<file path="src/rtl/tft_pkg.sv">
// Shared widths for the triangle tangent block.
package tft_pkg;
   localparam int SUM_WIDTH  = 64;
   localparam int ROOT_WIDTH = 32;
   localparam int MAG_BITS   = 31;
   localparam int NORM_LOW   = 30;
endpackage

</file>
<file path="src/rtl/tft_mul.sv">
// Shared signed multiplier with a registered product.
module tft_mul
   import tft_pkg::*;
#(
   parameter int A_WIDTH = 33,
   parameter int B_WIDTH = 32
) (
   input  logic                                clock,
   input  logic signed [A_WIDTH-1:0]           mul_a,
   input  logic signed [B_WIDTH-1:0]           mul_b,
   output logic signed [A_WIDTH+B_WIDTH-1:0]   mul_p
);
   logic signed [A_WIDTH+B_WIDTH-1:0] prod_ff;

   always_ff @(posedge clock) begin
      prod_ff <= mul_a * mul_b;
   end

   assign mul_p = prod_ff;
endmodule

</file>
<file path="config.mk">
export PLATFORM = sky130hd
export DESIGN_NAME = tft_mul
export DESIGN_NICKNAME = d
export VERILOG_FILES = /design/src/rtl/tft_pkg.sv /design/src/rtl/tft_mul.sv
export SDC_FILE = /design/constraint.sdc
export NUM_CORES = 2
export LEC_CHECK = 0
export ABC_AREA = 1
export BUFFER_PORTS_ARGS = -buffer_cell sky130_fd_sc_hd__buf_2
export CELL_PAD_IN_SITES_DETAIL_PLACEMENT = 0
export CELL_PAD_IN_SITES_GLOBAL_PLACEMENT = 1
export CORE_MARGIN = 4
export CORE_UTILIZATION = 50
export DETAILED_ROUTE_END_ITERATION = 10
export PLACE_DENSITY_LB_ADDON = 0.1
export RECOVER_POWER = 100
export SYNTH_ARGS = -nofsm -noshare
export SYNTH_HDL_FRONTEND = slang
export SYNTH_SLANG_ARGS = --single-unit
</file>
<file path="constraint.sdc">
create_clock -name clock -period 19.6 [get_ports clock]
set_clock_uncertainty 0.2 [all_clocks]
set_input_delay 3.92 -clock clock [delete_from_list [all_inputs] [get_ports clock]]
set_output_delay 3.92 -clock clock [all_outputs]
set_load 0.01 [all_outputs]
</file>
==> qor.txt <==
TIMING
----------------------------------------------------------------------------------------
Endpoints failing hold                                                                 0
Relative slew slack                                                               -50.4%
Aggregate negative setup slack                                                      0 ns
Portion of the clock cycle consumed by the worst path in the final layout          65.3%
Setup violations, final                                                                0
Final period demand of the worst path                                           12.81 ns
RSZ-0062 raised after global routing                                                  no
Tightest Pin Transition                                                          2.26 ns
Fmax                                                                            78.1 MHz
Max Transition Viols Final                                                            67

CLOCK NETWORK
----------------------------------------------------------------------------------------
Hold buffer count at CTS                                                               0
Number of post-CTS setup repair buffers                                                0
Total clock buffers created by CTS                                                     9
Max clock buf depth                                                                    2
Number of H-tree branching levels                                                      3
CTS resizes                                                                            0
Clock transition at the registers of the reported paths                          0.06 ns
Cell at the root of the clock tree                                             clkbuf_16
CTS tree                                                                           built
Sink Count                                                                            65

SYNTH
----------------------------------------------------------------------------------------
Most frequent cell after synthesis                                                 inv_1
Share of Yosys cell area claimed by the top area cell type                         54.0%
Prevailing post-synth register cell                                              dfxtp_1
Avg Synthesized Cell Area                                                      7.83 um^2
Net count after synthesis                                                          6,629
Dominant cells by area after synthesis                                      fa_1, inv_1, nand2_1, ha_1, dfxtp_1
Seq/Total Area, Yosys                                                              3.15%
Commonest cells post-synth                                                  inv_1, nand2_1, fa_1
Biggest area consumer among synthesized cells                                       fa_1
Register bit count reported by yosys                                                  65
Number of warnings printed during yosys synthesis                                      0
Cell area after synthesis                                                    0.0412 mm^2
Share of flip-flops with an asynchronous set or reset                                 0%
Number of enable flip-flop cells after synthesis                                       0
Netlist cell types                                                                    35
Syn Inst Count                                                                     5,265

GRT
----------------------------------------------------------------------------------------
Vias in the first global route                                                    33,600
Remaining global-route overflow                                                        0
Total routing usage reported by global routing                                     28.3%
Pin count of the biggest net entering global routing                                  35
Global-route wire length before repair                                            189 mm
Number of antenna violations at the first check in global routing                      7

DRT
----------------------------------------------------------------------------------------
Via density per instance                                                            4.93
Wirelength, routed                                                                117 mm
Wire per inst                                                                    18.7 um
Pre-Repair DR Iteration Count                                                          5
Overall via count from detail_route                                               31,000
Residual DRC                                                                           0
DRC marker count from the first detailed-route iteration                           1,957
Remaining antenna violation count after routing                                        0

RUN
----------------------------------------------------------------------------------------
Max capacitance violation total                                                        2

LAYOUT
----------------------------------------------------------------------------------------
Fraction of layout cells with a size suffix above 1                                2.52%
Flip-flop count of the largest register after layout                                  65
Storage cell area                                                           0.00130 mm^2
Layout overhead on the synthesized area                                            3.60%
Multi-input gate area in the final layout                                    0.0325 mm^2
FILL cells                                                                         8,261
Filler-free cell count of the finished design                                      6,281
Layout net count                                                                   6,565

STATUS
----------------------------------------------------------------------------------------
Violated checks                                                             capacitance limit, slew limit
Result of the run                                                           complete, but fails checks

FLOORPLANNING
----------------------------------------------------------------------------------------
Initial standard-cell utilization of the core                                      50.3%
Floorplan die width                                                               295 um
DIE AREA                                                                     0.0871 mm^2
Area of the core region                                                      0.0820 mm^2
Number of placement rows                                                             105
Top-level port count                                                                 131
Die span in y                                                                     295 um

WORST SETUP PATH
----------------------------------------------------------------------------------------
Number of buffer and inverter instances along the worst setup path                     8
CP peak stage delay                                                              1.30 ns
Kind of critical path                                                       input pin to flip-flop
Required time of the critical path                                              19.64 ns
WP data arrival                                                                 12.85 ns
Worst Setup End Kind                                                           flip-flop
Category of cells accounting for the largest share of critical-path delay    adder cells
Startpoint types                                                               input pin
Largest fanout on the critical path                                                   33
CP max-delay cell                                                               clkbuf_1

PLACED DESIGN
----------------------------------------------------------------------------------------
Count of placed standard cells including taps                                      6,260
Final Wtd Congestion                                                               0.929
Final HPWL from detailed placement                                               99.2 mm
Count of input and output buffers                                                    130

MIN PATH
----------------------------------------------------------------------------------------
Min-Delay Path Class                                                        input pin to flip-flop

==> cell type report <==
| class | instances | share of cell area [%] |
|---|---|---|
| clock buffers | 9 | 0.527 |
| flip-flops and latches | 65 | 3.05 |
| repair buffers | 151 | 1.69 |
| inverters | 1747 | 15.3 |
| clock inverters | 7 | 0.220 |
| multi-input cells | 3227 | 76.0 |
| diodes | 5 | 0.0293 |
| well taps | 1070 | 3.13 |
==> cell usage in the layout, fill, tap and decap left out, types with 20 or more instances in the layout <==
| cell | instances |
|---|---|
| nand2_1 | 1523 |
| nor2_1 | 127 |
| xor2_1 | 32 |
| clkbuf_1 | 67 |
| inv_1 | 1744 |
| buf_2 | 64 |
| fa_1 | 1112 |
| buf_4 | 20 |
| nand3_1 | 83 |
| nand4_1 | 21 |
| ha_1 | 186 |
| dfxtp_1 | 65 |
| a21oi_1 | 61 |
==> through the flow <==
step           area, um^2  setup slack [ns]  hold WS (ns)  util [%]
6_report            42700              6.79          3.93      52.1
5_1_grt             42700              6.15          3.96      52.1
4_1_cts             42900              7.69          3.94      52.3
3_5_place_dp        42500              7.35          4.11      51.9
3_3_place_gp        42500              7.50          4.12      51.9
2_1_floorplan       41200              8.67          3.99         -
==> kinds of logic after synthesis <==
group | Yosys count | share of synthesized area [%]
simple gates | 1798 | 17.2
compound gates | 96 | 1.28
xor+xnor | 35 | 0.743
flops | 65 | 3.15
fa+ha+maj | 1298 | 59.6
buf+inv | 1973 | 18.0
==> path summary, 6_finish.rpt <==
kind / startpoint / to / slack [ns] / cells past startpoint
worst max-delay path: mul_b[5] / mul_p[63] / 6.79 / 28
worst min-delay path: mul_b[0] / mul_p[0] / 3.93 / 4
==> metal layers <==
metal / vias to the layer above / wire, um / GRT usage [%]
li1: 14200 / - / -
met1: 15900 / 50000 / 39.1
met2: 818 / 57900 / 48.3
met3: 128 / 7260 / 4.12
met4: 4 / 2200 / 5.56
met5: - / 30 / 0
Power is left out: the tool's default activity adds up to more than one toggle a clock period on the data nets, which glitch-free logic cannot reach.
