<file path="src/rtl/tft_pkg.sv">
// Shared widths for the triangle tangent block.
package tft_pkg;
   localparam int SUM_WIDTH  = 64;
   localparam int ROOT_WIDTH = 32;
   localparam int MAG_BITS   = 31;
   localparam int NORM_LOW   = 30;
endpackage

</file>
<file path="src/rtl/tft_div.sv">
// Restoring divider, one quotient bit per cycle.
module tft_div
   import tft_pkg::*;
#(
   parameter int Q_WIDTH = 15
) (
   input  logic                   clock,
   input  logic                   reset,
   input  logic                   start,
   input  logic [SUM_WIDTH-1:0]   dividend,
   input  logic [ROOT_WIDTH-1:0]  divisor,
   output logic                   done,
   output logic [Q_WIDTH-1:0]     quotient
);
   localparam int CW = $clog2(Q_WIDTH + 1);

   logic                 busy_ff, busy_in, done_ff, done_in;
   logic [CW-1:0]        cnt_ff, cnt_in;
   logic [SUM_WIDTH-1:0] rem_ff, rem_in, dsh_ff, dsh_in;
   logic [Q_WIDTH-1:0]   q_ff, q_in;

   always_comb begin
      busy_in = busy_ff;
      done_in = 1'b0;
      cnt_in  = cnt_ff;
      rem_in  = rem_ff;
      dsh_in  = dsh_ff;
      q_in    = q_ff;
      if (start) begin
         busy_in = 1'b1;
         cnt_in  = CW'(Q_WIDTH - 1);
         rem_in  = dividend;
         dsh_in  = SUM_WIDTH'(divisor) << (Q_WIDTH - 1);
         q_in    = '0;
      end else if (busy_ff) begin
         if (rem_ff >= dsh_ff) begin
            rem_in = rem_ff - dsh_ff;
            q_in   = {q_ff[Q_WIDTH-2:0], 1'b1};
         end else begin
            q_in   = {q_ff[Q_WIDTH-2:0], 1'b0};
         end
         dsh_in = dsh_ff >> 1;
         cnt_in = cnt_ff - CW'(1);
         if (cnt_ff == '0) begin
            busy_in = 1'b0;
            done_in = 1'b1;
         end
      end
   end

   always_ff @(posedge clock) begin
      if (reset) begin
         busy_ff <= 1'b0;
         done_ff <= 1'b0;
      end else begin
         busy_ff <= busy_in;
         done_ff <= done_in;
      end
      cnt_ff <= cnt_in;
      rem_ff <= rem_in;
      dsh_ff <= dsh_in;
      q_ff   <= q_in;
   end

   assign done     = done_ff;
   assign quotient = q_ff;
endmodule

</file>
<file path="config.mk">
export PLATFORM = sky130hd
export DESIGN_NAME = tft_div
export DESIGN_NICKNAME = d
export VERILOG_FILES = /design/src/rtl/tft_pkg.sv /design/src/rtl/tft_div.sv
export SDC_FILE = /design/constraint.sdc
export NUM_CORES = 1
export LEC_CHECK = 0
export ABC_AREA = 1
export BUFFER_PORTS_ARGS = -buffer_cell sky130_fd_sc_hd__buf_4
export CORE_MARGIN = 4
export CORE_UTILIZATION = 60
export DETAILED_ROUTE_END_ITERATION = 10
export HOLD_SLACK_MARGIN = 0.08
export PLACE_DENSITY = 0.85
export RECOVER_POWER = 50
export SYNTH_ARGS = -nofsm -noshare
export SYNTH_HDL_FRONTEND = slang
export SYNTH_SLANG_ARGS = --single-unit
</file>
<file path="constraint.sdc">
create_clock -name clock -period 4.95 [get_ports clock]
set_input_delay 1.2375 -clock clock [delete_from_list [all_inputs] [get_ports clock]]
set_output_delay 1.2375 -clock clock [all_outputs]
set_load 0.03 [all_outputs]
</file>
==> results of run 1 <==
## power by group
part / internal (uW) / total, uW / switching, uW / leakage (uW)
Clock: 724 / 1260 / 535 / 0.000281
Combinational: 660 / 2000 / 1340 / 0.00455
Sequential: 1360 / 1420 / 64.8 / 0.00127
## synth_stat cells (all sizes together)
master and n:
ha 47, nand4 8, nor4 1, dfxtp 35, nor2 131, o21a 3
xnor2 22, nand2 647, or2 5, and3 1, inv 325, o22ai 25
buf 7, nor3 9, fa 1, o21bai 1, nand3 83, a22oi 1
a21oi 43, o21ai 67, clkinv 3, nand3b 11, edfxtp 96, clkbuf 19
## how the worst max path moves through the flow
stage	endpoint	slack (ns)	cells past startpoint
floorplan	rem_ff[0]$_DFFE_PP_	1.43	16
global route	rem_ff[32]$_DFFE_PP_	1.0	5
detailed placement	dsh_ff[4]$_SDFFE_PP0P_	1.46	4
finish	rem_ff[32]$_DFFE_PP_	1.23	5
CTS	rem_ff[9]$_DFFE_PP_	1.53	12
global placement	dsh_ff[35]$_DFFE_PP_	1.59	3
## stage by stage
stage / setup slack [ns] / area [um2] / hold slack [ns] / utilization / total power (uW)
after global placement: 1.59 / 11300 / 0.441 / 0.678 / 3350
after global routing: 0.997 / 11800 / 0.503 / 0.709 / 4960
after CTS: 1.53 / 11900 / 0.477 / 0.713 / 4650
after detailed placement: 1.46 / 11300 / 0.468 / 0.678 / 3390
final: 1.23 / 11800 / 0.476 / 0.709 / 4680
after floorplan: 1.43 / 10300 / 0.432 / - / 2830
## cell families after synthesis
family | after synthesis | synth area share
AO/OA/AOI/OAI | 140 | 0.0729
XOR/XNOR | 22 | 0.0188
adder cells (fa/ha/maj) | 48 | 0.0592
buffers and inverters | 354 | 0.131
flip-flops | 131 | 0.349
AND/OR/NAND/NOR | 896 | 0.369
## area by class of cell
class / instances / share of cell area
multi-input cells: 1106 / 0.451
flip-flops and latches: 131 / 0.303
inverters: 328 / 0.104
repair buffers: 119 / 0.0701
clock buffers: 21 / 0.0417
well taps: 220 / 0.0233
clock inverters: 11 / 0.00751
## flip-flops by register name (all words and copies together), names as in the netlist
register / count
dsh_ff: 46
cnt_ff: 4
rem_ff: 64
busy_ff: 1
done: 1
quotient: 15
## worst max-delay path: stages
cell and delay, ns:
buf_4 0.27, inv_1 0.15, clkbuf_1 1.64, nand3_1 0.50, nand2_1 0.18
## layer usage
layer / vias up / share of wire / wire, um
li1: 5136 / - / -
met2: 415 / 0.45 / 13800
met3: 34 / 0.085 / 2600
met4: 0 / 0.016 / 478
met1: 4643 / 0.45 / 13800
met5: - / 0 / 0
==> metrics.csv, run 1 <==
metric,value,unit
clk root buf,clkbuf_16,
CP Capture Type,flip-flop,
Final Hold Vio Count,0,
outcome,finished with violations,
syn avg cell area,6.45,um2
setup TNS,0,ns
Peak VDD IR,275,uV
slew margin rel.,-0.519,
post-route insts no fill,1936,
total leakage power,0.00610,uW
worst skew pair latency,0.43,ns
r2r startpoint,dsh_ff[32]$_DFFE_PP_,
Mapped Cells,1591,
site row count,47,
min Tclk post-route,3.72,ns
average wire per cell in the routed design,15.8,um
CTS tree,built,
dpl cells,1904,
Vias,10200,
clk_skew,0.00888,ns
cell area after synthesis,10300,um2
hold depth,1,
gp weighted congestion,1.04,
crit share post-route,0.751,
Worst-path clk slew,0.06,ns
crit-path max FO,52,
DR vias/cell,5.28,
# resized after CTS,0,
R2R Path End,rem_ff[9]$_DFFE_PP_,
DRT Pass-1 Iters,6,
gr ovfl total,0,
Port Buffers,114,
die area,19300,um2
Hold Startpoint,cnt_ff[3]$_SDFFE_PP1P_,
top cell type's share of synthesized area,0.281,
CTS buffer count,17,
clock tree buffer depth,2,
met3 usage,0.0534,
"area leader, netlist",edfxtp_1,
M2 GR Usage,0.493,
FF+latch area,3580,um2
Top Usage Layer GRT,met2,
largest net degree at the start of global routing,77,
"leading cell type in the layout, fill and taps excluded",nand2_1,
Yosys warning count,0,
Achievable Freq,269,MHz
R2R depth,12,
Die Span X,139,um
register area share after synthesis,0.349,
Die Span Y,139,um
most frequent cells in the layout,"nand2_1, inv_1, nor2_1",
first-pass GRT wire length,48500,um
Cell variety after synth,38,
PwrDens,396,nW/um2
Ports,115,
RSZ-0062 raised after global routing,no,
initial antenna violation count,0,
DPL Wire Length,24200,um
"Hold-fix buffers, CTS",0,
clock sinks,131,
top post-synthesis cells by area,"edfxtp_1, nand2_1, inv_1",
MaxCap Viol Count,1,
core area,16700,um2
diode count,0,
worst endpoint required time,5.22,ns
violated checks,"capacitance limit, slew limit",
vias in the first global route,9452,
Routed WL,30700,um
Synth Net Count,1738,
multi-input logic area,5330,um2
initial core utilization,0.615,
Area Growth Syn to Fin,15.3,%
register bit total from synthesis,131,
HP Class,reg2reg,
Nets,1850,
Startpoint Class,input port,
fill count,1488,
Max Slew Vio Count,41,
CP Class,in2reg,
starting DRC count in detailed routing,987,
number of post-CTS setup repair buffers,0,
Clock H-tree levels,4,
met1 Usage GRT,0.450,
DRC,0,
critical path arrival,3.99,ns
crit path launch,start,
Setup-failing EPs final,0,
r2r setup slk,1.53,ns
Least-Margin Pin Slew,2.28,ns
final antenna-violating net count,0,
layout cells sized above 1,0.116,
gr usage total,0.312,
Hold EP,cnt_ff[3]$_SDFFE_PP1P_,
No activity file was read; power rests on OpenSTA's default activity.
==> run 2: changes to the inputs <==
- CORE_UTILIZATION: 60 -> 54
- PLACE_DENSITY: 0.85 -> 0.81
- clock period: 4.95 -> 3.4 ns (I/O delays scaled with it)
==> run 2 against run 1 <==
The flow still finishes with violations (capacitance limit, slew limit). Die area is 10% higher. Total power increased by 45%. Largest power group unchanged. Non-clock buffer count rose by 4. Critical path depth down 1. Sequential share of layout area down 0.16 points. Final area up 0.54%. Setup slack got worse by 0.78 ns. Register-to-register slack lost 1.1 ns. Final cell count up 0.93%. Via count fell by 1.7%. Critical path type unchanged. Clock-buffer cell count is 3 lower. Flip-flop and latch count did not move.
==> metrics.csv, run 2 (synthesis results as in run 1) <==
metric,value,unit,change
number of post-CTS setup repair buffers,0,,unchanged
initial core utilization,0.549,,-0.0659
Port Buffers,114,,unchanged
DRC,0,,unchanged
final setup margin,0.446,ns,-0.784 ns
initial antenna violation count,0,,unchanged
clock sinks,131,,unchanged
largest net degree at the start of global routing,75,,-2.6%
vias in the first global route,9439,,-0.14%
Setup-failing EPs final,0,,unchanged
r2r startpoint,rem_ff[26]$_DFFE_PP_,,
Die Span X,146,um,+5.1%
RSZ-0062 raised after global routing,no,,
DRT Pass-1 Iters,5,,-1
final antenna-violating net count,0,,unchanged
violated checks,"capacitance limit, slew limit",,
# resized after CTS,0,,unchanged
DR vias/cell,5.14,,-2.6%
slew margin rel.,-0.385,,+0.134
"Slowest-stage cell, CP",clkbuf_1,,
crit path launch,start,,
setup TNS,0,ns,unchanged
first-pass GRT wire length,48000,um,-1.0%
Nets,1854,,+0.22%
DPL Wire Length,23900,um,-1.4%
clk_skew,0.0113,ns,+0.00246 ns
Least-Margin Pin Slew,2.08,ns,-0.201 ns
average wire per cell in the routed design,15.5,um,-2.2%
R2R depth,12,,unchanged
worst skew pair latency,0.43,ns,about the same
diode count,0,,unchanged
core area,18700,um2,+12%
Achievable Freq,339,MHz,
PwrDens,570,nW/um2,+44%
worst-path cell chain,clkbuf_1 -> clkbuf_1 -> nand2_1 -> o21ai_0,,
HP Class,reg2reg,,
CTS buffer count,17,,unchanged
layout cells sized above 1,0.120,,+0.00380
Worst-path clk slew,0.07,ns,about the same
Ports,115,,unchanged
site row count,50,,+6.4%
Vias,10100,,-1.7%
gr usage total,0.281,,-0.0310
fill count,1785,,+20%
final core utilization,0.636,,-0.0725
outcome,finished with violations,,
CP Class,in2reg,,
Startpoint Class,input port,,
"Hold-fix buffers, CTS",0,,unchanged
Top reg by flops,rem_ff,,
crit-path max FO,50,,-3.8%
CTS tree,built,,
gr ovfl total,0,,unchanged
"leading cell type in the layout, fill and taps excluded",nand2_1,,
critical path arrival,3.15,ns,-0.84 ns
DP Worst Slack,0.482,ns,-0.978 ns
Die Span Y,146,um,+5.1%
starting DRC count in detailed routing,851,,-14%
CP Capture Type,flip-flop,,
Peak VDD IR,332,uV,+21%
min Tclk post-route,2.95,ns,
gp weighted congestion,1.01,,-2.7%
total leakage power,0.00613,uW,+0.49%
Clock H-tree levels,4,,unchanged
max FFs per register,64,,unchanged
total design power,6780,uW,+45%
die area,21300,um2,+10%
hold depth,2,,+1
"most used cell, CP",clkbuf_1,,
Hold Startpoint,dsh_ff[0]$_SDFFE_PP0P_,,
crit share post-route,0.869,,
Area Growth Syn to Fin,15.9,%,
Routed WL,30200,um,-1.3%
Max Slew Vio Count,51,,+24%
most frequent cells in the layout,"nand2_1, inv_1, nor2_1",,
clock tree buffer depth,2,,unchanged
MaxCap Viol Count,1,,unchanged
worst endpoint required time,3.59,ns,-1.63 ns
Final Hold Vio Count,0,,unchanged
Worst path max stage delay,1.52,ns,-0.12 ns
clk root buf,clkbuf_16,,
[run 2: layout make-up]
type	instances	area (um2)	area share
tap	234	293	0.0246
sequential	131	3580	0.301
clock buffer	18	439	0.0369
inverter	328	1230	0.103
clock inverter	14	135	0.0114
multi-input combinational	1106	5340	0.449
timing repair buffer	123	873	0.0734
[run 2: layer usage]
metal	routed length, um	track usage	up-vias
li1	-	-	5130
met5	0	0	-
met3	2340	0.0542	60
met4	906	0.0921	0
met1	13700	0.387	4477
met2	13300	0.448	386
[run 2: worst max-delay path, delay by kind of cell]
kind / cells / cell delay (ns)
buffers and inverters: 2 / 1.77
AO/OA/AOI/OAI: 1 / 0.28
AND/OR/NAND/NOR: 1 / 0.21
[run 2: per-stage QoR]
stage	instance area [um2]	hold WS, ns	cells
finish	11900	0.470	1954
global route	11900	0.488	1954
CTS	12000	0.473	1954
detailed placement	11400	0.456	1922
global placement	11400	0.451	1922
floorplan	10300	0.432	1591
[run 2: where the power goes]
group	internal, uW	total, uW	switching, uW
clock network	988	1810	820
logic	976	2910	1930
registers	1970	2060	91.0
[run 2: final timing paths]
| path | to | slack [ns] |
|---|---|---|
| setup / recovery | dsh_ff[40]$_DFFE_PP_ | 0.45 |
| hold / removal | dsh_ff[0]$_SDFFE_PP0P_ | 0.47 |
| setup reg to reg | rem_ff[27]$_DFFE_PP_ | 0.47 |
| hold reg to reg | dsh_ff[0]$_SDFFE_PP0P_ | 0.47 |
==> run 3: changes to the inputs <==
--- a/config.mk
+++ b/config.mk
@@ -15,2 +15,3 @@
 export RECOVER_POWER = 50
+export SLEW_MARGIN = 20
 export SYNTH_ARGS = -nofsm -noshare
==> constraint.sdc (replaced) <==
create_clock -name clock -period 3.4 [get_ports clock]
set_input_delay 0.17 -clock clock [delete_from_list [all_inputs] [get_ports clock]]
set_output_delay 0.17 -clock clock [all_outputs]
set_load 0.03 [all_outputs]
==> run 3 against run 2 <==
The run now ends clean. Hold slack lost 0.34 ns. Via count grew 5.2%. Combinational power grew 3%. Sequential share of layout area shrank 2.1 points. Setup slack gained 0.065 ns. Clock-buffer cell count shrank 1. Sequential power is essentially flat. Wire length grew 4.6%. Fmax grew 2.2%. Final cell count grew 4.8%.
==> metrics.csv, run 3 (synthesis results as in run 1) <==
metric,value,unit,change
outcome,completed,,
Area Growth Syn to Fin,24.8,%,
Die Span Y,146,um,unchanged
MaxCap Viol Count,0,,-1
crit share post-route,0.850,,-0.0191
average wire per cell in the routed design,15.5,um,-0.19%
Routed WL,31600,um,+4.6%
# resized after CTS,0,,unchanged
core area,18700,um2,unchanged
RSZ-0062 raised after global routing,no,,
Setup-failing EPs final,0,,unchanged
gr ovfl total,0,,unchanged
Port Buffers,114,,unchanged
vias in the first global route,10100,,+7.3%
DRT Pass-1 Iters,5,,unchanged
critical path arrival,2.98,ns,-0.17 ns
worst endpoint required time,3.49,ns,-0.10 ns
Vias,10600,,+5.2%
"most used cell, CP",nand2_1,,
final core utilization,0.685,,+0.0486
fill count,1629,,-8.7%
gr usage total,0.294,,+0.0124
clock tree buffer depth,2,,unchanged
CP Class,reg2reg,,
"leading cell type in the layout, fill and taps excluded",nand2_1,,
dpl cells,1920,,-0.10%
Max Slew Vio Count,0,,-100%
post-route insts no fill,2047,,+4.8%
placed cell areas,11400,um2,-0.24%
initial core utilization,0.549,,unchanged
FF+latch area,3580,um2,unchanged
Peak VDD IR,375,uV,+13%
diode count,0,,unchanged
Worst path max stage delay,0.36,ns,-1.16 ns
die area,21300,um2,unchanged
Top reg by flops,rem_ff,,
initial antenna violation count,0,,unchanged
Nets,1947,,+5.0%
hold depth,3,,+1
Hold Startpoint,divisor[26],,
r2r startpoint,rem_ff[0]$_DFFE_PP_,,
setup TNS,0,ns,unchanged
Ports,115,,unchanged
PwrDens,534,nW/um2,-6.3%
Clock H-tree levels,4,,unchanged
Least-Margin Pin Slew,1.35,ns,-0.732 ns
DRC,0,,unchanged
Hold EP,dsh_ff[40]$_DFFE_PP_,,
Comb pwr share,0.437,,+0.008
min Tclk post-route,2.89,ns,-0.0650 ns
design area,12800,um2,+7.6%
largest net degree at the start of global routing,72,,-4.0%
total leakage power,0.00651,uW,+6.2%
first-pass GRT wire length,50400,um,+4.9%
multi-input logic area,5340,um2,unchanged
crit-path max FO,64,,+28%
max FFs per register,64,,unchanged
Startpoint Class,flip-flop,,
DPL Wire Length,23600,um,-1.1%
sequential share of power,0.302,,-0.002
most frequent cells in the layout,"nand2_1, inv_1, nor2_1",,
final hold slack,0.128,ns,-0.342 ns
slew margin rel.,0.103,,+0.488
switch share,0.419,,-0.000663
Final Hold Vio Count,0,,unchanged
starting DRC count in detailed routing,827,,-2.8%
layout cells sized above 1,0.113,,-0.00725
crit path launch,rem_ff[0]$_DFFE_PP_,,
clock sinks,131,,unchanged
net switching power,2870,uW,+0.75%
Internal,3980,uW,+1.0%
CP Capture Type,flip-flop,,
worst-path cell chain,inv_1 -> ha_1 -> inv_1 -> fa_1 -> nand3_1 -> nand3_2 -> nand2_1 -> nand2_1 -> nand2_1 -> nand2_2 -> nand2_1 -> nand2_1 -> nand2_1 -> nand3b_1 -> nand2_1 -> nand2_2 -> buf_12,,
Clk pwr share,0.261,,-0.006
Achievable Freq,346,MHz,+2.2%
gp weighted congestion,0.992,,-1.9%
r2r setup slk,0.51,ns,+0.04 ns
"Slowest-stage cell, CP",buf_12,,
CTS buffer count,17,,unchanged
R2R Path End,rem_ff[26]$_DFFE_PP_,,
HP Class,in2reg,,
site row count,50,,unchanged
CTS tree,built,,
Die Span X,146,um,unchanged
clk_skew,0.0144,ns,+0.00303 ns
Worst-path clk slew,0.07,ns,about the same
DR vias/cell,5.16,,+0.38%
worst skew pair latency,0.44,ns,about the same
clk root buf,clkbuf_16,,
R2R depth,17,,+5
final antenna-violating net count,0,,unchanged
==> run 3: changes by cell type in the layout (fill, tap and decap cells not counted), sizes merged <==
cell / previous run / this run
buf: 102 / 99
dlygate4sd3: 0 / 95
inv: 333 / 335
clkinv: 9 / 8
==> run 3: power by group through the flow <==
stage / sequential (uW) / combinational, uW / clock, uW
final: 2070 / 2990 / 1780
after global routing: 2080 / 3310 / 1870
after CTS: 2070 / 2930 / 1800
after detailed placement: 2100 / 2820 / 0
after global placement: 2080 / 2770 / 0
after floorplan: 2070 / 2050 / 0
==> run 3: worst max-delay path, delay by kind of cell, from the launching register on <==
family                     cells  cell delay (ns)
buffers and inverters          3             0.51
and+or+nand+nor               12             1.20
DFF                            1             0.33
adders and majority gates      2             0.47
==> run 3: area by class of cell <==
type / count / area share
Sequential cell: 131 / 0.280
Clock buffer: 17 / 0.0332
Timing Repair Buffer: 216 / 0.140
Clock inverter: 15 / 0.0106
Tap cell: 234 / 0.0229
Multi-Input combinational cell: 1106 / 0.417
Inverter: 328 / 0.0961
==> run 3: per-stage QoR <==
| step | total power [uW] | setup WS [ns] |
|---|---|---|
| CTS | 6800 | 0.523 |
| detailed placement | 4920 | 0.570 |
| global placement | 4850 | 0.723 |
| floorplan | 4120 | 0.515 |
| finish | 6840 | 0.511 |
| global route | 7260 | 0.324 |
==> run 3: worst max-delay path by stage <==
stage	end	slack, ns	depth (start not counted)
2_1_floorplan	rem_ff[0]$_DFFE_PP_	0.51	16
3_3_place_gp	rem_ff[38]$_DFFE_PP_	0.72	17
3_5_place_dp	rem_ff[49]$_DFFE_PP_	0.57	17
4_1_cts	rem_ff[26]$_DFFE_PP_	0.52	17
5_1_grt	rem_ff[26]$_DFFE_PP_	0.32	17
6_report	rem_ff[26]$_DFFE_PP_	0.51	17
==> run 3: routing by layer <==
layer	track usage	routed length (um)	vias to the layer above
li1	-	-	5328
met1	0.380	14000	4777
met2	0.496	14700	413
met3	0.0526	2170	54
met4	0.101	796	0
met5	0	0	-
==> run 3: timing repair <==
| item | CTS | global route |
|---|---|---|
| hold buffers | 95 | 0 |
| endpoints found under the hold margin | 96 | 0 |
| buffers inserted | 0 | 0 |
