`config.mk`:
```
export PLATFORM = sky130hd
export DESIGN_NAME = tft_isqrt
export DESIGN_NICKNAME = d
export VERILOG_FILES = /design/src/rtl/tft_pkg.sv /design/src/rtl/tft_isqrt.sv
export SDC_FILE = /design/constraint.sdc
export NUM_CORES = 1
export LEC_CHECK = 0
export ABC_CLOCK_PERIOD_IN_PS = 9000
export CORE_UTILIZATION = 55
export DETAILED_ROUTE_END_ITERATION = 6
export DONT_BUFFER_PORTS = 1
export PLACE_DENSITY = 0.79
export SETUP_SLACK_MARGIN = 0.02
export SLEW_MARGIN = 40
export SYNTH_ARGS = -nofsm -noshare
export SYNTH_HDL_FRONTEND = slang
export SYNTH_SLANG_ARGS = --single-unit
```
`constraint.sdc`:
```
create_clock -name clock -period 9 [get_ports clock]
set_clock_uncertainty 0.05 [all_clocks]
set_input_delay 1.8 -clock clock [delete_from_list [all_inputs] [get_ports clock]]
set_output_delay 1.8 -clock clock [all_outputs]
set_load 0.1 [all_outputs]
```
`src/rtl/tft_pkg.sv`:
```
// Shared widths for the triangle tangent block.
package tft_pkg;
   localparam int SUM_WIDTH  = 64;
   localparam int ROOT_WIDTH = 32;
   localparam int MAG_BITS   = 31;
   localparam int NORM_LOW   = 30;
endpackage

```
`src/rtl/tft_isqrt.sv`:
```
// Iterative integer square root, one result bit per cycle.
module tft_isqrt
   import tft_pkg::*;
(
   input  logic                   clock,
   input  logic                   reset,
   input  logic                   start,
   input  logic [SUM_WIDTH-1:0]   radicand,
   output logic                   done,
   output logic [ROOT_WIDTH-1:0]  root
);
   logic                 busy_ff, busy_in, done_ff, done_in;
   logic [SUM_WIDTH-1:0] x_ff, x_in, r_ff, r_in, bit_ff, bit_in, trial;

   always_comb begin
      trial   = r_ff + bit_ff;
      busy_in = busy_ff;
      done_in = 1'b0;
      x_in    = x_ff;
      r_in    = r_ff;
      bit_in  = bit_ff;
      if (start) begin
         busy_in = 1'b1;
         x_in    = radicand;
         r_in    = '0;
         bit_in  = SUM_WIDTH'(1) << (SUM_WIDTH - 2);
      end else if (busy_ff) begin
         if (x_ff >= trial) begin
            x_in = x_ff - trial;
            r_in = (r_ff >> 1) + bit_ff;
         end else begin
            r_in = r_ff >> 1;
         end
         bit_in = bit_ff >> 2;
         if (bit_ff[0]) begin
            busy_in = 1'b0;
            done_in = 1'b1;
         end
      end
   end

   always_ff @(posedge clock) begin
      if (reset) begin
         busy_ff <= 1'b0;
         done_ff <= 1'b0;
      end else begin
         busy_ff <= busy_in;
         done_ff <= done_in;
      end
      x_ff   <= x_in;
      r_ff   <= r_in;
      bit_ff <= bit_in;
   end

   assign done = done_ff;
   assign root = r_ff[ROOT_WIDTH-1:0];
endmodule

```
==> impl_metrics.py, run 1 <==
metrics = {
    "timing": {
        "grt_setup_unrepaired": "false",
        "hold_viol": 0,
        "setup_violations": 0,
        "slew_headroom_pct": 52.30,
        "worst_slack_ps": 2088,
        "fmax_ghz": 0.1447,
        "tightestPinTransition_ps": 715.5,
        "final.setup.tns_ps": 0,
        "maxSlewViolCount": 0,
        "finalCritPeriodShare_pct": 76.80,
        "min_period_ps": 6912,
    },
    "critical_path": {
        "cp.arrival_ps": 7210,
        "crit_family": "compound AO/OA/AOI/OAI gates",
        "required_ps": 9300,
        "slowest_delay_ps": 730,
        "cp_max_fo": 29,
        "crit_type": "reg2reg",
        "worst_setup_path_start_kind": "flip-flop",
        "critical_path.cell_chain": "ha_1 -> nand4_1 -> o21ai_0 -> a221o_1 -> a21oi_1 -> o41ai_2 -> a22oi_2 -> o41ai_4 -> a21oi_2 -> nor4b_1 -> a311oi_1 -> ha_1 -> nand4_1 -> nor4_1 -> nand4_1 -> a21oi_2 -> or2_2 -> buf_4 -> nand2_1 -> xor2_1 -> a211oi_1",
        "critPathSlowestCell": "dfxtp_2",
        "crit_top_cell": "nand4_1",
        "end_kind": "flip-flop",
        "critPathBufInv": 1,
    },
    "logic_synthesis": {
        "synth_area_leaders": "dfxtp_1 (13%), edfxtp_1 (12%), ha_1 (11%), o21ai_0 (5.4%), nand2_1 (4.9%)",
        "yosysUniqueCellTypes": 94,
        "yosysTopAreaCell": "dfxtp_1",
        "synth_cells": 1956,
        "synth_fp_nets": 2154,
        "yosysWarnings": 0,
        "ys_seq_area_share_pct": 25.16,
        "synth_top_area_share_pct": 12.71,
        "synth_ff_type": "dfxtp_1",
        "synth-edff-count": 64,
        "syn-cell-area_um2": 15430,
        "ys_async_sr_fraction_pct": 0,
        "synth-seq-cells": 162,
        "avgSynthCellArea_um2": 7.891,
    },
    "placement": {
        "dp_hpwl_um": 32350,
        "place_ws_ps": 2236,
        "placed_area_um2": 15470,
        "gp_congestion": 0.9375,
        "numPortBuffers": 0,
    },
    "final_layout": {
        "regArea_um2": 3891,
        "final_common_cell": "nand2_1",
        "final_nets": 2060,
        "final_cell_mix": "nand2_1 (203), nor2_1 (195), o21ai_0 (165), a21oi_1 (132), ha_1 (130)",
        "n_fill_cell": 2487,
        "synthToLayoutAreaGrowth_pct": 4.312,
        "final_area_um2": 16100,
        "multi_input_area_um2": 10690,
        "layout-drive-gt1-share_pct": 7.150,
    },
    "drt": {
        "route.detailed.drc": 0,
        "postRouteWirelength_um": 44090,
        "wl_per_cell_um": 19.62,
        "num_vias": 14706,
        "ant_nets": 0,
        "drt-pass1-iter-count": 5,
        "routed_via_density": 6.545,
        "first_iter_violations": 1769,
    },
    "floorplanning": {
        "fp.dieW_um": 169.5,
        "initial_core_util_pct": 56.64,
        "die_h_um": 169.5,
        "pin_count": 100,
        "core_area_um2": 27250,
        "num_rows": 60,
        "die_area_um2": 28740,
    },
    "cts": {
        "h-tree-depth": 4,
        "clkSlewWorstSetupHoldPaths_ps": 70,
        "worstSkewPairLatency_ps": 450,
        "clock-sinks": 162,
        "clk_root_buffer_cell": "clkbuf_16",
        "cts_buffers": 17,
        "post-cts-setup-buffer-count": 0,
        "clock_path_buffers": 2,
        "cts-resized-gates": 0,
        "cts_tree": "done",
        "hold_buffers": 0,
    },
    "grt": {
        "grt_pass1_wl_um": 70570,
        "grt_max_degree": 215,
        "grt.total_usage_pct": 30.86,
        "grt_overflow": 0,
        "grt_pass1_vias": 13318,
        "antenna_found_initial": 1,
    },
    "worst_hold_path": {
        "hold_class": "reg2reg",
    },
    "pwr": {
        "total_power_w": 0.004136,
        "p_per_area_nw_per_um2": 256.9,
        "max-vdd-ir-drop_uv": 169.5,
        "power_leakage_nw": 6.044,
    },
    "outcome": {
        "run_status": "finished clean",
    },
    "job": {
        "maxCapViolCount": 0,
    },
}
==> synth_stat cells, types with 7 or more instances <==
cell type and count:
nor2b_1 16, a31o_2 14, nor2_1 195, and2_1 17, o21ai_1 9, nand4_1 44
buf_2 19, o31ai_1 8, nor3_1 26, nand2_1 203, buf_1 9, xnor2_1 84
a221oi_1 7, edfxtp_1 64, nand3_1 43, nand2b_1 7, or3_1 16, mux2i_1 45
ha_1 130, and3_1 15, clkbuf_1 82, o21ai_0 166, a311oi_1 12, dfxtp_1 98
a21oi_1 132, a31oi_1 68, buf_4 36, o21bai_1 23, a21boi_0 10, nor4_1 8
a21o_1 50, a211oi_1 45, xor2_1 69, inv_1 40, o21a_1 13, a211o_1 8
==> where the power goes <==
| group | leakage [nW] | switching (W) | internal, W |
|---|---|---|---|
| logic | 4.31 | 0.00143 | 0.000843 |
| registers | 1.45 | 0.000118 | 0.000960 |
| clock network | 0.283 | 0.000348 | 0.000440 |
==> worst register-to-register path: cells and delay by family (launching register included) <==
kind | cells | cell delay (ps)
and+or+nand+nor | 7 | 1890
AOI/OAI and AO/OA | 10 | 2960
buffers and inverters | 1 | 290
xor gates and xnor gates | 1 | 140
DFF | 1 | 730
adders and majority gates | 2 | 770
==> kinds of logic after synthesis <==
group	after synthesis	share of synthesized area, %
AO/OA/AOI/OAI	641	27.54
buffers and inverters	191	5.707
multiplexers	50	3.283
flip-flops	162	25.16
adder cells (fa/ha/maj)	131	10.67
XOR/XNOR	153	8.682
AND/OR/NAND/NOR	628	18.96
==> final cells by class <==
class | instances | share of cell area [%]
antenna | 1 | 0.01554
clock buffer | 17 | 2.642
clock inverter | 14 | 1.127
inverter | 41 | 0.9559
multi-input combinational | 1603 | 66.37
sequential | 162 | 24.17
tap | 372 | 2.891
timing repair buffer | 37 | 1.826
==> final timing paths <==
kind                          startpoint               endpoint  slack, ps  cells past startpoint
hold / removal    bit_ff[0]$_SDFFE_PP0P_        done$_SDFF_PP0_        470                      2
setup / recovery    r_ff[6]$_SDFFE_PP0P_  r_ff[15]$_SDFFE_PP0P_       2090                     21
setup reg to reg    r_ff[6]$_SDFFE_PP0P_  r_ff[15]$_SDFFE_PP0P_       2090                     21
hold reg to reg   bit_ff[0]$_SDFFE_PP0P_        done$_SDFF_PP0_        470                      2
==> routing by layer <==
metal  wire length [um]  vias up  GRT usage (%)  part of all wire [%]
met4                932        0          9.362                   2.1
met3               3950       74          5.690                   9.0
met1              20190     6936          44.26                    46
li1                   -     7035              -                     -
met5                  0        -              0                     0
met2              19020      661          46.75                    43
==> stage by stage <==
step	utilization [%]	hold WS, ps	std cells
4_1_cts	58.99	467.6	2245
2_1_floorplan	-	418.3	1956
3_3_place_gp	56.74	454.6	2214
6_report	59.08	470.9	2247
3_5_place_dp	56.76	457.3	2214
5_1_grt	59.08	491.1	2247
==> flip-flops by register name, indices dropped and copies added, names as in the netlist <==
signal	cells
done	1
r_ff	64
busy_ff	1
bit_ff	32
x_ff	64
No activity file was read; power rests on OpenSTA's default activity.
==> run 2, diff against run 1 <==
--- a/config.mk
+++ b/config.mk
@@ -5,7 +5,7 @@
 export SDC_FILE = /design/constraint.sdc
 export NUM_CORES = 1
 export LEC_CHECK = 0
-export ABC_CLOCK_PERIOD_IN_PS = 9000
+export ABC_CLOCK_PERIOD_IN_PS = 6300
 export CORE_UTILIZATION = 55
 export DETAILED_ROUTE_END_ITERATION = 6
 export DONT_BUFFER_PORTS = 1
==> constraint.sdc (replaced) <==
create_clock -name clock -period 6.3 [get_ports clock]
set_clock_uncertainty 0.05 [all_clocks]
set_input_delay 1.26 -clock clock [delete_from_list [all_inputs] [get_ports clock]]
set_output_delay 1.26 -clock clock [all_outputs]
set_load 0.1 [all_outputs]
==> run 2 against run 1 <==
- via count is 0.17% lower
- power is 44% higher
- combinational power is 48% higher
- sequential cell count stayed put
- first-iteration DRC count is 18% lower
- utilization is 0.68 points higher
- routed wire length is 2.2% higher
- clock-buffer cell count stayed put
==> impl_metrics.py, run 2 (synthesized netlist as in run 1, its figures left out) <==
metrics = {
    "floorplanning": {
        "fp.dieW_um": 169.5,
        "pin_count": 100,
        "initial_core_util_pct": 56.64,
        "core_area_um2": 27250,
        "die_area_um2": 28740,
        "die_h_um": 169.5,
        "num_rows": 60,
    },
    "final_layout": {
        "final_common_cell": "nand2_1",
        "n_antenna_cell": 0,
        "postLayoutCoreUtil_pct": 59.77,
        "layout-drive-gt1-share_pct": 8.333,
        "synthToLayoutAreaGrowth_pct": 5.521,
        "final_nets": 2081,
        "n_fill_cell": 2412,
        "regArea_um2": 3889,
        "final_cell_mix": "nand2_1 (203), nor2_1 (195), o21ai_0 (165), a21oi_1 (131), ha_1 (130)",
        "reg_top3": "r_ff (64), x_ff (64), bit_ff (32)",
        "multi_input_area_um2": 10750,
    },
    "placement": {
        "dp_hpwl_um": 33460,
        "gp_congestion": 0.9891,
        "numPortBuffers": 0,
    },
    "timing": {
        "finalCritPeriodShare_pct": 95.68,
        "slew_headroom_pct": 46.75,
        "min_period_ps": 6028,
        "hold_viol": 0,
        "setup_violations": 0,
        "tightestPinTransition_ps": 792.7,
        "holdWs_ps": 483.5,
        "maxSlewViolCount": 0,
        "fmax_ghz": 0.1659,
    },
    "job": {
        "maxCapViolCount": 0,
    },
    "grt": {
        "grt_overflow": 0,
        "antenna_found_initial": 1,
        "grt_pass1_wl_um": 71900,
        "grt_pass1_vias": 13606,
        "grt.total_usage_pct": 31.38,
        "grt_max_degree": 215,
    },
    "critical_path": {
        "cp_max_fo": 15,
        "crit_type": "reg2reg",
        "end_kind": "flip-flop",
        "required_ps": 6570,
        "cp.arrival_ps": 6290,
        "worst_setup_path_start_kind": "flip-flop",
    },
    "drt": {
        "routed_via_density": 6.473,
        "postRouteWirelength_um": 45080,
        "route.detailed.drc": 0,
        "first_iter_violations": 1452,
        "ant_nets": 0,
        "num_vias": 14681,
        "wl_per_cell_um": 19.88,
        "drt-pass1-iter-count": 6,
    },
    "cts": {
        "cts_buffers": 17,
        "clk_root_buffer_cell": "clkbuf_16",
        "h-tree-depth": 4,
        "clock_path_buffers": 2,
        "cts_tree": "done",
        "worstSkewPairLatency_ps": 450,
        "clkSlewWorstSetupHoldPaths_ps": 80,
        "clock-sinks": 162,
    },
    "pwr": {
        "max-vdd-ir-drop_uv": 182.1,
        "power_leakage_nw": 6.193,
        "p_per_area_nw_per_um2": 365.9,
    },
    "worst_hold_path": {
        "hold_class": "reg2reg",
    },
    "outcome": {
        "run_status": "finished clean",
    },
}
==> run 2: cell count changes in the layout (fill, tap and decap cells not counted), moves of 2 or more <==
cell,delta
buf_6,+2
bufinv_16,-3
clkinvlp_4,-4
a31oi_2,+2
dfxtp_1,+2
a21oi_4,+2
buf_4,+18
inv_8,+8
a31oi_1,-2
dfxtp_2,-2
==> run 2: final timing paths <==
check | startpoint | endpoint | slack [ps] | depth (start not counted)
min | bit_ff[62]$_SDFFE_PP1P_ | bit_ff[62]$_SDFFE_PP1P_ | 480 | 1
max reg2reg | bit_ff[0]$_SDFFE_PP0P_ | r_ff[40]$_SDFFE_PP0P_ | 270 | 26
max | bit_ff[0]$_SDFFE_PP0P_ | r_ff[40]$_SDFFE_PP0P_ | 270 | 26
min reg2reg | bit_ff[62]$_SDFFE_PP1P_ | bit_ff[62]$_SDFFE_PP1P_ | 480 | 1
==> run 2: layer usage <==
| metal | vias to the layer above | GRT usage, % | part of all wire [%] | wire length [um] |
|---|---|---|---|---|
| met2 | 605 | 47.97 | 44 | 19680 |
| met3 | 69 | 6.996 | 8.7 | 3925 |
| met5 | - | 0 | 0.029 | 13 |
| met1 | 6932 | 43.32 | 45 | 20210 |
| met4 | 2 | 10.97 | 2.8 | 1251 |
| li1 | 7073 | - | - | - |
==> run 2: per-stage QoR <==
step           setup WS, ps  cell area (um^2)  cells  setup TNS [ps]  power [W]
3_5_place_dp          189.9             15610   2232               0   0.004780
4_1_cts               136.8             16190   2264               0   0.005861
2_1_floorplan         356.3             15450   1956               0   0.004059
3_3_place_gp          221.0             15610   2232               0   0.004734
5_1_grt             -0.6479             16290   2268         -0.6479   0.006332
6_report              272.4             16290   2268               0   0.005959
==> run 2: layout make-up <==
cell class / instances / share of cell area (%)
sequential: 162 / 23.88
clock buffer: 17 / 2.612
multi-input combinational: 1604 / 66.00
timing repair buffer: 57 / 2.773
inverter: 41 / 0.9526
tap: 372 / 2.858
clock inverter: 15 / 0.9296
==> run 2: where the power goes <==
part	switching, W	internal, W
logic	0.00211	0.00126
registers	0.000151	0.00137
clock network	0.000532	0.000534
total	0.00280	0.00316
==> run 2: timing repair <==
item / in CTS / in global routing
setup buffers: 0 / 3
gates resized for setup: 0 / 10
hold buffers: 0 / 0
endpoints found under the hold margin: 0 / 0
setup endpoints to repair: 0 / 130
==> run 2: worst max-delay path, stage by stage, from the launching register on <==
cell and delay [ps]:
dfxtp_1 380, ha_1 200, ha_1 190, a21oi_1 110, o21ai_0 220, buf_4 160, a221o_1 280, a21oi_4 140
o41ai_4 400, a22oi_2 180, o41ai_4 420, buf_4 200, nand2_1 50, a21boi_0 220, xnor2_1 100, ha_1 200
a21oi_1 190, inv_1 110, a21o_1 180, a21oi_1 250, a21boi_0 250, o211ai_1 230, or2_1 330, buf_4 200
o211a_1 120, a2111oi_0 430, nor3_1 90
==> run 3, diff against run 2 <==
--- a/config.mk
+++ b/config.mk
@@ -5,11 +5,11 @@
 export SDC_FILE = /design/constraint.sdc
 export NUM_CORES = 1
 export LEC_CHECK = 0
-export ABC_CLOCK_PERIOD_IN_PS = 6300
+export ABC_CLOCK_PERIOD_IN_PS = 7000
 export CORE_UTILIZATION = 55
 export DETAILED_ROUTE_END_ITERATION = 6
 export DONT_BUFFER_PORTS = 1
-export PLACE_DENSITY = 0.79
+export PLACE_DENSITY = 0.76
 export SETUP_SLACK_MARGIN = 0.02
 export SLEW_MARGIN = 40
 export SYNTH_ARGS = -nofsm -noshare
==> constraint.sdc (replaced) <==
create_clock -name clock -period 7 [get_ports clock]
set_clock_uncertainty 0.05 [all_clocks]
set_input_delay 1.4 -clock clock [delete_from_list [all_inputs] [get_ports clock]]
set_output_delay 1.4 -clock clock [all_outputs]
set_load 0.1 [all_outputs]
==> run 3 against run 2 <==
- sequential power fell by 9.9%
- first-iteration DRC count increased by 7.0%
- design area down 1.2%
==> impl_metrics.py, run 3 (synthesized netlist as in run 1, its figures left out) <==
metrics = {
    "job": {
        "maxCapViolCount": 0,
    },
    "grt": {
        "grt_max_degree": 215,
        "grt.total_usage_pct": 30.31,
        "grt_pass1_vias": 13492,
        "grt_pass1_wl_um": 70100,
        "grt_overflow": 0,
        "antenna_found_initial": 0,
    },
    "drt": {
        "route.detailed.drc": 0,
        "ant_nets": 0,
        "postRouteWirelength_um": 43600,
        "first_iter_violations": 1554,
        "routed_via_density": 6.460,
        "wl_per_cell_um": 19.38,
        "num_vias": 14534,
        "drt-pass1-iter-count": 5,
    },
    "final_layout": {
        "final_cell_count_no_fill": 2250,
        "reg_top3": "r_ff (64), x_ff (64), bit_ff (32)",
        "final_nets": 2063,
        "final_cell_mix": "nand2_1 (203), nor2_1 (195), o21ai_0 (165), a21oi_1 (132), ha_1 (130)",
        "final_common_cell": "nand2_1",
        "n_antenna_cell": 0,
        "layout-drive-gt1-share_pct": 7.188,
        "synthToLayoutAreaGrowth_pct": 4.207,
    },
    "cts": {
        "cts_tree": "done",
        "h-tree-depth": 4,
        "worstSkewPairLatency_ps": 450,
        "clkSlewWorstSetupHoldPaths_ps": 90,
        "cts_buffers": 17,
        "clk_root_buffer_cell": "clkbuf_16",
        "post-cts-setup-buffer-count": 0,
        "hold_buffers": 0,
        "clock_path_buffers": 2,
        "clock-sinks": 162,
        "cts-resized-gates": 0,
    },
    "floorplanning": {
        "initial_core_util_pct": 56.64,
        "core_area_um2": 27250,
        "fp.dieW_um": 169.5,
        "pin_count": 100,
        "die_area_um2": 28740,
        "num_rows": 60,
        "die_h_um": 169.5,
    },
    "critical_path": {
        "crit_type": "reg2reg",
        "cp_max_fo": 42,
        "required_ps": 7300,
        "cp.arrival_ps": 6850,
        "critPathSlowestCell": "o41ai_4",
        "critical_path.cell_chain": "ha_1 -> ha_1 -> a21oi_1 -> o21ai_0 -> a221o_1 -> a21oi_1 -> o41ai_2 -> a22oi_2 -> o41ai_4 -> a21oi_2 -> nor4b_1 -> a311oi_1 -> ha_1 -> nand4_1 -> nor4_1 -> nand4_1 -> a21oi_2 -> or2_1 -> buf_4 -> o21ai_0 -> xor2_1 -> a211oi_1",
        "worst_setup_path_start_kind": "flip-flop",
        "critPathBufInv": 1,
        "slowest_delay_ps": 550,
        "crit_top_cell": "ha_1",
        "crit_family": "compound AO/OA/AOI/OAI gates",
        "end_kind": "flip-flop",
    },
    "timing": {
        "finalCritPeriodShare_pct": 93.64,
        "fmax_ghz": 0.1526,
        "slew_headroom_pct": 46.20,
        "setup_violations": 0,
        "grt_setup_unrepaired": "false",
        "final.setup.tns_ps": 0,
        "maxSlewViolCount": 0,
        "min_period_ps": 6555,
        "tightestPinTransition_ps": 802.0,
        "hold_viol": 0,
        "holdWs_ps": 508.7,
    },
    "worst_hold_path": {
        "hold_class": "reg2reg",
    },
    "pwr": {
        "max-vdd-ir-drop_uv": 155.0,
        "p_per_area_nw_per_um2": 327.5,
        "power_leakage_nw": 6.060,
    },
    "placement": {
        "dp_cells": 2218,
        "numPortBuffers": 0,
        "gp_congestion": 0.9256,
        "dp_hpwl_um": 32570,
    },
    "outcome": {
        "run_status": "finished clean",
    },
}
run 3: through the flow:
stage | power, W | utilization, % | cell area, um^2 | setup slack [ps]
after floorplan | 0.003652 | - | 15440 | 423.7
after global placement | 0.004216 | 56.85 | 15490 | 894.5
after detailed placement | 0.004259 | 56.88 | 15500 | 697.1
after CTS | 0.005226 | 59.02 | 16080 | 597.6
after global routing | 0.005615 | 59.02 | 16080 | 52.66
final | 0.005267 | 59.02 | 16080 | 445.4
run 3: tightest hold or removal path, stage by stage (launching register included):
cell	delay (ps)
dfxtp_1	350
inv_1	100
nor3_1	60
run 3: cell type report:
type,instances,area [um^2]
Clock buffer,17,425.4
Sequential cell,162,3889
Fill cell,2445,11170
Timing Repair Buffer,40,304.0
Clock inverter,15,158.9
Inverter,41,155.1
Tap cell,372,465.4
Multi-Input combinational cell,1603,10690
run 3: power by group:
group / leakage (nW) / switching [W] / internal (W)
registers: 1.45 / 0.000137 / 0.00123
logic: 4.33 / 0.00186 / 0.00108
clock network: 0.289 / 0.000475 / 0.000480
run 3: path summary, 6_finish.rpt:
path	end	cells past startpoint	slack (ps)	from
max reg2reg	r_ff[37]$_SDFFE_PP0P_	22	450	bit_ff[0]$_SDFFE_PP0P_
min reg2reg	done$_SDFF_PP0_	2	510	bit_ff[0]$_SDFFE_PP0P_
max	r_ff[37]$_SDFFE_PP0P_	22	450	bit_ff[0]$_SDFFE_PP0P_
min	done$_SDFF_PP0_	2	510	bit_ff[0]$_SDFFE_PP0P_
run 3: per-layer routing:
metal	part of all wire, %	vias up	global-route usage, %
met2	45	599	47.67
met1	46	6846	42.23
li1	-	7018	-
met4	2.4	0	10.50
met5	0	-	0
met3	7.0	71	4.501
